===== config.mk =====
export PLATFORM = sky130hd
export DESIGN_NAME = r2fft_ctrl
export DESIGN_NICKNAME = d
export VERILOG_FILES = /design/src/rtl/r2fft_pkg.sv /design/src/rtl/r2fft_ctrl.sv
export SDC_FILE = /design/constraint.sdc
export NUM_CORES = 1
export LEC_CHECK = 0
export CORE_UTILIZATION = 65
export DETAILED_ROUTE_END_ITERATION = 10
export DONT_BUFFER_PORTS = 1
export GPL_TIMING_DRIVEN = 0
export HOLD_SLACK_MARGIN = 0.08
export PLACE_DENSITY_LB_ADDON = 0.05
export SETUP_SLACK_MARGIN = 0.4
export SLEW_MARGIN = 20
export SYNTH_ARGS = -nofsm -noshare
export SYNTH_HDL_FRONTEND = slang
export SYNTH_SLANG_ARGS = --single-unit

===== constraint.sdc =====
create_clock -name clk -period 4.15 [get_ports clk]
set_input_delay 0.415 -clock clk [delete_from_list [all_inputs] [get_ports clk]]
set_output_delay 0.415 -clock clk [all_outputs]
set_load 0.01 [all_outputs]

===== src/rtl/r2fft_pkg.sv =====
// Package for the radix-2 FFT unit: sizes, widths, twiddle table and helpers.
// Used by r2fft_dp, r2fft_ctrl and radix2_fft_unit.
`timescale 1ns / 1ps
`default_nettype none
package r2fft_pkg;
	localparam int Points   = 64;
	localparam int AddrW    = 6;
	localparam int SampW    = 16;
	localparam int ValW     = 22;
	localparam int CntW     = 7;
	localparam int StageW   = 3;
	localparam int Stages   = AddrW;
	localparam int TwW      = 17;
	localparam int ProdW    = ValW + TwW;
	localparam int SumW     = ProdW + 1;
	localparam logic signed [ValW-1:0] ValMax = {1'b0, {(ValW-1){1'b1}}};
	localparam logic signed [ValW-1:0] ValMin = {1'b1, {(ValW-1){1'b0}}};

	typedef struct packed {
		logic signed [ValW-1:0] re;
		logic signed [ValW-1:0] im;
	} cplx_t;

	// controller to datapath
	typedef struct packed {
		logic             load;
		logic [AddrW-1:0] load_addr;
		logic             rd;       // read top/bottom pair
		logic [AddrW-1:0] top_addr;
		logic [AddrW-1:0] bot_addr;
		logic [AddrW-1:0] tw_idx;
		logic             bfly;     // butterfly inputs valid this cycle
		logic             wr;       // write butterfly results
		logic [AddrW-1:0] wr_top;
		logic [AddrW-1:0] wr_bot;
		logic             emit_rd;
		logic [AddrW-1:0] emit_addr;
	} ctl_t;

	function automatic logic signed [TwW-1:0] qcos(input logic [4:0] r);
		logic signed [TwW-1:0] v;
		case (r)
			5'd0: v = 17'sd32768;  5'd1: v = 17'sd32610;  5'd2: v = 17'sd32138;
			5'd3: v = 17'sd31357;  5'd4: v = 17'sd30274;  5'd5: v = 17'sd28899;
			5'd6: v = 17'sd27246;  5'd7: v = 17'sd25330;  5'd8: v = 17'sd23170;
			5'd9: v = 17'sd20788;  5'd10: v = 17'sd18205; 5'd11: v = 17'sd15447;
			5'd12: v = 17'sd12540; 5'd13: v = 17'sd9512;  5'd14: v = 17'sd6393;
			5'd15: v = 17'sd3212;  default: v = 17'sd0;
		endcase
		return v;
	endfunction

	function automatic logic signed [TwW-1:0] cos_tab(input logic [AddrW-1:0] i);
		logic [1:0] q;
		logic [4:0] r;
		q = i[5:4];
		r = {1'b0, i[3:0]};
		case (q)
			2'd0: return qcos(r);
			2'd1: return -qcos(5'd16 - r);
			2'd2: return -qcos(r);
			default: return qcos(5'd16 - r);
		endcase
	endfunction

	function automatic logic signed [TwW-1:0] sin_tab(input logic [AddrW-1:0] i);
		return cos_tab(i - AddrW'(16));
	endfunction

	function automatic logic signed [ValW-1:0] sat(input logic signed [ValW+1:0] v);
		if (v > (ValW+2)'(ValMax)) return ValMax;
		if (v < (ValW+2)'(ValMin)) return ValMin;
		return v[ValW-1:0];
	endfunction

	function automatic logic [AddrW-1:0] bitrev(input logic [AddrW-1:0] v);
		logic [AddrW-1:0] r;
		for (int b = 0; b < AddrW; b++) r[b] = v[AddrW-1-b];
		return r;
	endfunction
endpackage
`default_nettype wire


===== src/rtl/r2fft_ctrl.sv =====
// Controller: load counting, butterfly sequencing, and bin emission.
// Depends on r2fft_pkg.
`timescale 1ns / 1ps
`default_nettype none
module r2fft_ctrl (
	input  wire logic                       clk,
	input  wire logic                       arst_n,
	input  wire logic                       in_fire,
	output logic                            in_rdy,
	output r2fft_pkg::ctl_t                 ctl,
	output logic                            rd_vld,
	output logic [r2fft_pkg::AddrW-1:0]     rd_idx,
	input  wire logic                       out_free
);
	import r2fft_pkg::*;

	localparam logic [1:0] StLoad = 2'd0;
	localparam logic [1:0] StBfly = 2'd1;
	localparam logic [1:0] StEmit = 2'd2;

	// butterfly steps per pair, in order: read, multiply, sum, write top, write bottom
	localparam logic [2:0] PhLast = 3'd4;

	logic [1:0] state_q;
	logic [CntW-1:0] cnt_q;
	logic [StageW-1:0] stage_q;
	logic [AddrW-2:0] pair_q;
	logic [2:0] ph_q;
	logic [AddrW-1:0] top_a, bot_a, half, tw;
	logic emit_pend_q;
	logic [AddrW-1:0] emit_idx_q;

	// pair index j in stage s: top = (j>>s)<<(s+1) | j&(2^s-1)
	always_comb begin
		logic [AddrW-1:0] j, lowmask;
		j = {1'b0, pair_q};
		half = AddrW'(1) << stage_q;
		lowmask = half - AddrW'(1);
		top_a = ((j >> stage_q) << (stage_q + StageW'(1))) | (j & lowmask);
		bot_a = top_a | half;
		tw = (j & lowmask) << (StageW'(Stages - 1) - stage_q);
	end

	assign in_rdy = (state_q == StLoad);

	always_comb begin
		ctl = '0;
		ctl.load = in_fire;
		ctl.load_addr = bitrev(cnt_q[AddrW-1:0]);
		ctl.top_addr = top_a;
		ctl.bot_addr = bot_a;
		ctl.tw_idx = tw;
		ctl.rd = (state_q == StBfly) && (ph_q == 3'd0);
		ctl.wr = (state_q == StBfly) && (ph_q == 3'd3);
		ctl.wr_top = top_a;
		ctl.wr_bot = top_a | half;
		ctl.bfly = (state_q == StBfly) && (ph_q == 3'd1);
		ctl.emit_rd = (state_q == StEmit) && out_free && !emit_pend_q;
		ctl.emit_addr = cnt_q[AddrW-1:0];
	end

	// sequence load, butterflies and emission
	always_ff @(posedge clk or negedge arst_n) begin
		if (!arst_n) begin
			state_q <= StLoad;
			cnt_q <= '0;
			stage_q <= '0;
			pair_q <= '0;
			ph_q <= '0;
			emit_pend_q <= 1'b0;
			emit_idx_q <= '0;
		end else begin
			emit_pend_q <= ctl.emit_rd;
			emit_idx_q <= cnt_q[AddrW-1:0];
			unique case (state_q)
				StLoad: begin
					if (in_fire) begin
						if (cnt_q == CntW'(Points - 1)) begin
							cnt_q <= '0;
							state_q <= StBfly;
						end else begin
							cnt_q <= cnt_q + CntW'(1);
						end
					end
				end
				StBfly: begin
					if (ph_q == PhLast) begin
						ph_q <= '0;
						if (pair_q == (AddrW-1)'(Points/2 - 1)) begin
							pair_q <= '0;
							if (stage_q == StageW'(Stages - 1)) begin
								stage_q <= '0;
								state_q <= StEmit;
							end else begin
								stage_q <= stage_q + StageW'(1);
							end
						end else begin
							pair_q <= pair_q + (AddrW-1)'(1);
						end
					end else begin
						ph_q <= ph_q + 3'd1;
					end
				end
				StEmit: begin
					if (ctl.emit_rd) begin
						if (cnt_q == CntW'(Points - 1)) begin
							cnt_q <= '0;
							state_q <= StLoad;
						end else begin
							cnt_q <= cnt_q + CntW'(1);
						end
					end
				end
				default: state_q <= StLoad;
			endcase
		end
	end

	assign rd_vld = emit_pend_q;
	assign rd_idx = emit_idx_q;

`ifndef ASSERT_OFF
	a_no_load_busy: assert property (@(posedge clk) disable iff (!arst_n)
		in_fire |-> state_q == StLoad) else $error("word taken while busy");
	a_emit_slot: assert property (@(posedge clk) disable iff (!arst_n)
		ctl.emit_rd |-> out_free) else $error("bin read with no room");
	a_ph_range: assert property (@(posedge clk) disable iff (!arst_n)
		ph_q <= PhLast) else $error("phase out of range");
`endif
endmodule
`default_nettype wire


Yosys cells after proc, flatten, opt, wreduce, memory -nomap -nowiden --
Index checks and enable logic that the tools add are counted.
Storage, ports and cells: output and inout bits 55, bits in read-only memories 0, memories 0, bits in registers 27, word-level logic and storage cells 63, bits in latches 0, bits in writable memories 0, bits of input ports 4
Cells by class: $mul 0, bitwise operators 3, reductions and logical operators 13, $lt $le $gt $ge 0, shifts and indexed selects 4, divide/modulo/power cells 0, $add $sub $neg 6, multiplexer cells 15, equal/unequal tests 15
Operators with widths (count):
- 7-bit 2-to-1 mux | 3
- 2-bit 2-to-1 mux | 7
- 7-bit one-hot mux with 2 select lines | 1
- 6-bit bitwise OR | 2
- 6-bit by 3-bit left shift with 6-bit output | 2
- 2-bit by 1-bit inequality test with 1-bit output (second input constant) | 5
- 7-bit by 1-bit adder with 7-bit output (second input constant) | 1
- 7-bit by 6-bit == test with 1-bit output (second input constant) | 1
- 7-bit AND reduction | 1
- 3-bit by 1-bit adder with 3-bit output (second input constant) | 2
- 5-bit by 6-bit AND with 6-bit output | 1
- 3-bit == test (second input constant) | 2
- 3-bit 2-to-1 mux | 2
- 2-bit one-hot mux with 3 select lines | 1
- 3-bit AND reduction | 2
- 1-bit by 3-bit left shift with 6-bit output (first input constant) | 1
- 5-bit by 3-bit right shift with 6-bit output | 1
- 6-bit by 1-bit subtractor with 6-bit output (second input constant) | 1
- 5-bit by 1-bit adder with 5-bit output (second input constant) | 1
- 5-bit == test (second input constant) | 1
- 1-bit logical AND | 5
- 5-bit 2-to-1 mux | 1
- 2-bit inequality test (second input constant) | 2
- 3-bit by 1-bit == test with 1-bit output (second input constant) | 1
- 9 further kinds | 9

Logic depth before layout (Yosys ltp) --
Gate-level depths: netlist of run 1.
depth after elaboration 5, gate-level depth with buffers 10, mapped depth without buffers 7

Least setup slack after synthesis of run 1 --
Ideal clock, no wire load.
path kind reg-to-output, start point reg stage_q[0], end point out ctl[30] (netlist name), path buffers 3, cell stages (with the launch flop) 10, required time 3.735 ns, setup slack 1.670 ns, arrival time 2.065 ns, cell sequence dfrtp_1 buf_2 inv_1 ha_1 buf_2 nand2b_1 nor4b_1 o41ai_2 nand3b_1 buf_4
RTL lines:
- from (decl) | line r2fft_ctrl.sv:26 | logic [StageW-1:0] stage_q;
- from (signal assigned) | line r2fft_ctrl.sv:95 | stage_q <= stage_q + StageW'(1);
- to (decl) | line r2fft_ctrl.sv:10 | output r2fft_pkg::ctl_t ctl,

==> impl_results.md, run 1 <==
* Outcome: completed
* Setup crit start: stage_q[0]
* Pin count of the biggest net entering global routing at 28
* Pwr Density at 377 mW/mm²
* Area of the mapped netlist at 0.00209 mm²
* Clock sink total at 27
* Setup CP Type: reg -> out
* Row cnt at 20
* Global route overflow at 0
* Hold crit path type: in -> reg
* Max-capacitance violation count at 0
* Cell-internal power at 0.521 mW
* Reg power frac at 52.0%
* Final period utilization at between 70% and 80%
* Layout area overhead at 5.32%
* Final hold vios at 0
* GRT Total Usage at 24.8%
* Full die area at 0.00345 mm²
* Final wirelength at 4140 µm
* Post-CTS Resized at 0
* Final Skew at 0.00244 ns
* Critical Path RT at 3.73 ns
* Starting Density at about two thirds
* Synth async-reset ratio at 100%
* Final Power at 0.831 mW
* Sw Share at 37.3%
* Final non-filler cell total at 295
* Filler cells at 266
* Static leakage at 1.06 nW
* Final GP Congestion at 0.854
* CP Capture Type: output port
* Synth top area share at 32.3%
* 1st-iter DRT viols at 86
* First-pass GRT wire length at 6480 µm
* Synthesis Warnings at 0
* VDD IR-drop max at 0.349 mV
* Critical R2R Launch: stage_q[0]
* Core area at 0.00305 mm²
* Dpl cells at approximately 290
* Die X at between 50 and 60 µm
* Crit path DAT at 2.82 ns
* Sw Pwr at 0.310 mW
* Post-synth EDFFs at 0
* CTS H-tree lvls at 1
* Syn_nets at 265
* Clock Pin Slew Worst Setup and Hold Paths at roughly 0.13 ns
* Area leader, netlist: dfrtp_1
* HPWL Detailed at 3080 µm
* Synth Flop Type: dfrtp_1
* Fmax at 310 MHz
* Antenna violations before repair at 0
* Count of pins over their slew limit at 0
* CTS buffer count at 3
* Dominant cell by count in the synthesized netlist: nand2_1
* Synth area leaders: dfrtp_1 (32%), ha_1 (9.6%), buf_4 (9.3%), nand2_1 (6.6%), nand3_1 (3.6%)
* Rel. slew slack at 69.6%
* RSZ-0062 raised after global routing: no
* Distinct cells, synth at 48
* WHS at 0.246 ns
* Crit path launch type: flop
* #FFs+latches synth at 27
* Logic gate share of total power at 35.0%
* Post-synth top cells: nand2_1 (37), dfrtp_1 (27), buf_4 (26)
* Final ANT Viol Nets at 0
* CTS tree: done
* Critical-path maximum fanout at 10
* Die H at around 60 µm
* Detailed-route via count at 1711
* Syn Area/Cell at 8.55 µm²
* Mapped Cells at 245
* DRC at 0
* Clock power share at 13.0%
* CTS Buffer Depth at 2
* Post-DP Area at around 0.0021 mm²
* I/O Buffers at 0
* Design area at 0.00221 mm²
* Average wire per standard cell at 14.0 µm
* Share of layout cells above drive strength 1 at 17.1%
* Register area share after synthesis at 32.3%
* Root Driver: clkbuf_4
* Nets at 272
* Minimum clock period after layout at 3.23 ns
* Fin Setup TNS at 0 ns
* Via/cell ratio at 5.80
* Number of diodes at 0
* Clock insertion delay at the later pin of the skew report at 0.31 ns
* Setup Viol. Count Final at 0
* Hold Startpoint: in_fire
* Worst Tran Pin Value at 0.453 ns
* DRT Pass-1 Iters at 4
* Vias in the first global route at 1401
* Boundary pin count at between 50 and 60
[final timing paths]
path / slack [ns] / cells after the start / to
max: 0.92 / 9 / ctl[30]
min: 0.25 / 2 / state_q[0]
max reg2reg: 2.32 / 6 / stage_q[1]
min reg2reg: 0.50 / 0 / rd_idx[1]
max in group asynchronous: 3.45 / 2 / rd_vld
min in group asynchronous: 0.54 / 2 / rd_idx[1]
[power by group through the flow]
stage	registers, mW	logic [mW]	clock network (mW)
2_1_floorplan	0.419	0.255	0
3_3_place_gp	0.436	0.276	0
3_5_place_dp	0.439	0.284	0
4_1_cts	0.434	0.295	0.113
5_1_grt	0.445	0.327	0.121
6_report	0.432	0.291	0.108
[metal layers]
layer / global-route usage [%] / share of wire, %
met1: 36.3 / 47
met2: 39.6 / 45
met3: 3.52 / 7.3
met4: 4.42 / 0.60
met5: 0 / 0
[state kept, by name, summed over array words and instances, names as in the netlist]
signal,count
stage_q,3
state_q,2
ph_q,3
rd_vld,1
rd_idx,6
pair_q,5
cnt_q,7
[cell usage in the layout, fill, tap and decap left out, drive strengths merged, types with 2 or more instances in the layout]
master and count:
o21ai 10, nor3 5, o22ai 3, nand2 37, nor2b 4, nor2 17
and2 2, a21oi 5, mux2 5, nand4 3, xnor2 4, o211a 2
and3 4, nand3b 3, xor2 2, o31ai 3, clkbuf 6, nand3 16
mux2i 6, inv 8, ha 16, nand2b 10, a311oi 2, buf 33
a21o 2, dfrtp 27
[layout make-up]
cell class                 count  area (µm²)  area share, %
timing repair buffer           2        30.0           1.36
buffer                        34         238           10.8
clock buffer                   4        26.3           1.19
inverter                       8        30.0           1.36
multi-input combinational    176        1150           52.2
sequential                    27         676           30.6
tap                           44        55.1           2.50
[logic make-up after synthesis]
| kind of cell | count (synthesis) | share of synthesized area (%) |
|---|---|---|
| and+or+nand+nor | 106 | 24.6 |
| buffers and inverters | 42 | 12.8 |
| adders and majority gates | 16 | 9.56 |
| muxes | 11 | 5.73 |
| AOI/OAI and AO/OA | 37 | 12.5 |
| DFF | 27 | 32.3 |
| xor gates and xnor gates | 6 | 2.51 |
[worst max-delay path, cell delays in order (launching register included)]
cell and delay, ns:
dfrtp_1 0.48, buf_2 0.26, inv_1 0.14, ha_1 0.29, buf_2 0.20, nand2b_1 0.20
nor4b_1 0.09, o41ai_2 0.42, nand3b_1 0.22, buf_4 0.20
[stage by stage]
stage	utilization, %	worst slack [ns]
after floorplan	-	1.67
after global placement	70.4	1.33
after detailed placement	70.4	1.31
after CTS	72.3	0.945
after global routing	72.3	0.718
final	72.3	0.919
[timing repair]
action                     in CTS  in global routing
setup endpoints to repair       0                  0
setup buffers                   0                  0
hold buffers                    2                  0
hold endpoints to repair       27                  0
No activity file was read; power rests on OpenSTA's default activity.
==> run 2: changes to the inputs <==
- ABC_AREA: not set -> 1
- CORE_UTILIZATION: 65 -> 64
- clock period: 4.15 -> 3 ns (I/O delays scaled with it)
==> run 2 against run 1 <==
Against the previous run: sequential cell count unchanged; clock power up 54%; clock-buffer cell count down 1; utilization up 1.3 points.
==> impl_results.md, run 2 <==
* DRT Pass-1 Iters at 4 (unchanged)
* Synth Flop Type: dfrtp_1
* Syn Area/Cell at 7.28 µm² (-15%)
* Filler cells at 272 (+2.3%)
* Static leakage at 1.26 nW (+19%)
* Final GP Congestion at 0.953 (+12%)
* Global route overflow at 0 (unchanged)
* Area leader, netlist: dfrtp_1
* Max Used Layer: met4
* Commonest non-fill, non-tap cell in the layout: nand2_1
* HPWL Detailed at 3430 µm (+11%)
* Synth area leaders: dfrtp_1 (32%), nand2_1 (12%), ha_1 (9.4%), buf_4 (8.8%), nand3_1 (8.2%)
* Dominant cell by count in the synthesized netlist: nand2_1
* Area of the mapped netlist at 0.00213 mm² (+1.9%)
* 1st-iter DRT viols at 119 (+38%)
* Distinct cells, synth at 30 (-38%)
* Critical-path maximum fanout at 11 (+1)
* Met3 routed WL at 260 µm (-14%)
* DRC at 0 (unchanged)
* CTS buffer count at 3 (unchanged)
* Final Skew at 0.00345 ns (+0.00101 ns)
* Core area at 0.00310 mm² (+1.6%)
* Starting Density at 68.7% (+0.14 points)
* VDD IR-drop max at 0.358 mV (+2.7%)
* Clock Pin Slew Worst Setup and Hold Paths at 0.15 ns (+0.02 ns)
* Final wirelength at 4670 µm (+13%)
* Hold crit path type: in -> reg
* Nets at 324 (+19%)
* Die H at 59.7 µm (+1.7%)
* WL met1 at 2190 µm (+13%)
* GRT Total Usage at 26.8% (+2.1 points)
* Antenna violations before repair at 0 (unchanged)
* Minimum clock period after layout at 2.48 ns
* Share of layout cells above drive strength 1 at 20.5% (+3.3 points)
* #FFs+latches synth at 27 (unchanged)
* Number of diodes at 0 (unchanged)
* Synthesis Warnings at 0 (unchanged)
* I/O Buffers at 0 (unchanged)
* Register area share after synthesis at 31.7% (-0.59 points)
* Final hold vios at 0 (unchanged)
* Critical Path RT at 2.70 ns (-1.03 ns)
* Fmax at 404 MHz
* Synth async-reset ratio at 100% (unchanged)
* Post-DP Area at 0.00219 mm² (+1.8%)
* Boundary pin count at 59 (unchanged)
* Row cnt at 20 (unchanged)
* Crit path largest cell delay at 0.43 ns (-0.05 ns)
* Pwr Density at 238 mW/mm² (-37%)
* Vias in the first global route at 1632 (+16%)
* Average wire per standard cell at 13.5 µm (-4.1%)
* Design area at 0.00228 mm² (+3.5%)
* Max-capacitance violation count at 0 (unchanged)
* WHS at 0.126 ns (-0.120 ns)
* Fin Setup TNS at 0 ns (unchanged)
* CP cell instances: inv_2 > buf_4 > ha_2 > inv_2 > nand3_1 > nand2_1 > inv_1 > nand2_1 > nand3_1 > buf_4
* Pin count of the biggest net entering global routing at 28 (unchanged)
* Die X at 59.7 µm (+1.7%)
* Syn_nets at 313 (+18%)
* Clock sink total at 27 (unchanged)
* First-pass GRT wire length at 7160 µm (+11%)
* Detailed-route via count at 1881 (+9.9%)
* CTS Buffer Depth at 2 (unchanged)
* Root Driver: clkbuf_4
* Crit-path slowest cell: dfrtp_1
* Worst Tran Pin Value at 0.521 ns (+0.0687 ns)
* Mapped Cells at 293 (+20%)
* CTS tree: done
* Post-synth EDFFs at 0 (unchanged)
* CTS H-tree lvls at 1 (unchanged)
* Count of pins over their slew limit at 0 (unchanged)
* Full die area at 0.00357 mm² (+3.3%)
* Setup Viol. Count Final at 0 (unchanged)
* Post-synth top cells: nand2_1 (68), inv_1 (36), nand3_1 (35)
* Most frequent cells in the layout: nand2_1 (68), nand3_1 (35), inv_1 (34)
* Largest register FFs at 7 (unchanged)
* Final ANT Viol Nets at 0 (unchanged)
* Layout area overhead at 6.98%
* Synth top area share at 31.7% (-0.59 points)
* RSZ-0062 raised after global routing: no
* Setup CP Type: reg -> out
* Crit-path leading delay family: buffers and inverters
* Final period utilization at 82.6%
* Biggest register: cnt_q
* Worst Path Buf+Inv at 5 (+1)
* Via/cell ratio at 5.42 (-6.5%)
* CP Capture Type: output port
* Crit path launch type: flop
* Crit path DAT at 2.18 ns (-0.64 ns)
* Outcome: completed
* Rel. slew slack at 64.9% (-4.7 points)
* Met2 wire length at 2170 µm (+15%)
* Clock insertion delay at the later pin of the skew report at 0.34 ns (+0.03 ns)
[run 2: changes by cell type in the layout (fill, tap and decap cells not counted), sizes merged, moves of 7 or more]
| cell | before | now |
|---|---|---|
| nand2 | 37 | 73 |
| inv | 8 | 39 |
| nand3 | 16 | 38 |
| nand2b | 10 | 0 |
| a21oi | 5 | 14 |
| o21ai | 10 | 17 |
[run 2: path summary, 6_finish.rpt]
kind / startpoint / endpoint / slack [ns] / cells after the start
setup / recovery: stage_q[0] / ctl[30] / 0.52 / 10
hold / removal: in_fire / state_q[0] / 0.13 / 2
setup reg to reg: pair_q[0] / state_q[1] / 1.29 / 8
hold reg to reg: cnt_q[4] / rd_idx[4] / 0.48 / 0
max in group asynchronous: arst_n / stage_q[1] / 2.47 / 2
min in group asynchronous: arst_n / pair_q[3] / 0.37 / 2
[run 2: what timing repair did]
action	in CTS	in global routing
endpoints found under the hold margin	27	0
hold buffers	2	0
buffers inserted	0	4
gates resized for setup	3	2
setup endpoints to repair	9	17
pin swaps	0	1
[run 2: cell type report]
type                       instances  area, µm²  share of cell area [%]
multi-input combinational        198       1100                    48.1
tap                               44       55.1                    2.41
inverter                          39        149                    6.52
clock inverter                     1       5.00                   0.219
sequential                        27        677                    29.7
clock buffer                       3       22.5                   0.987
timing repair buffer               6       60.1                    2.63
buffer                            29        216                    9.48
[run 2: metrics by stage]
stage	std cells	power [mW]	utilization [%]	setup slack [ns]
global route	347	0.558	73.5	0.409
finish	347	0.543	73.5	0.522
CTS	343	0.543	72.5	0.427
detailed placement	337	0.373	70.5	0.686
global placement	337	0.373	70.5	0.706
floorplan	293	0.373	-	0.962
[run 2: kinds of logic (layout without fill, tap and decap cells)]
kind of cell | after synthesis | after routing | synth area share (%)
adder cells (fa/ha/maj) | 16 | 16 | 9.38
XOR/XNOR | 1 | 1 | 0.411
buffers and inverters | 68 | 78 | 17.0
flip-flops | 27 | 27 | 31.7
AND/OR/NAND/NOR | 146 | 146 | 32.4
AO/OA/AOI/OAI | 35 | 35 | 9.09
[run 2: layer usage]
layer,GRT usage [%],vias up
met5,0,-
met4,5.65,0
met3,4.98,10
met2,41.6,59
met1,39.2,861
li1,-,951
[run 2: worst register-to-register path, stage by stage, from the launching register on]
cell	delay [ns]
dfrtp_1	0.48
ha_1	0.21
nand2_1	0.07
nor2_1	0.10
ha_1	0.15
inv_1	0.11
o21ai_0	0.25
o211ai_1	0.12
o21ai_0	0.15
[run 2: where the power goes]
part / leakage [nW] / switching (mW) / internal [mW]
combinational: 0.910 / 0.00847 / 0.00461
clock: 0.0177 / 0.116 / 0.0503
sequential: 0.330 / 0 / 0.364
total: 1.26 / 0.124 / 0.419
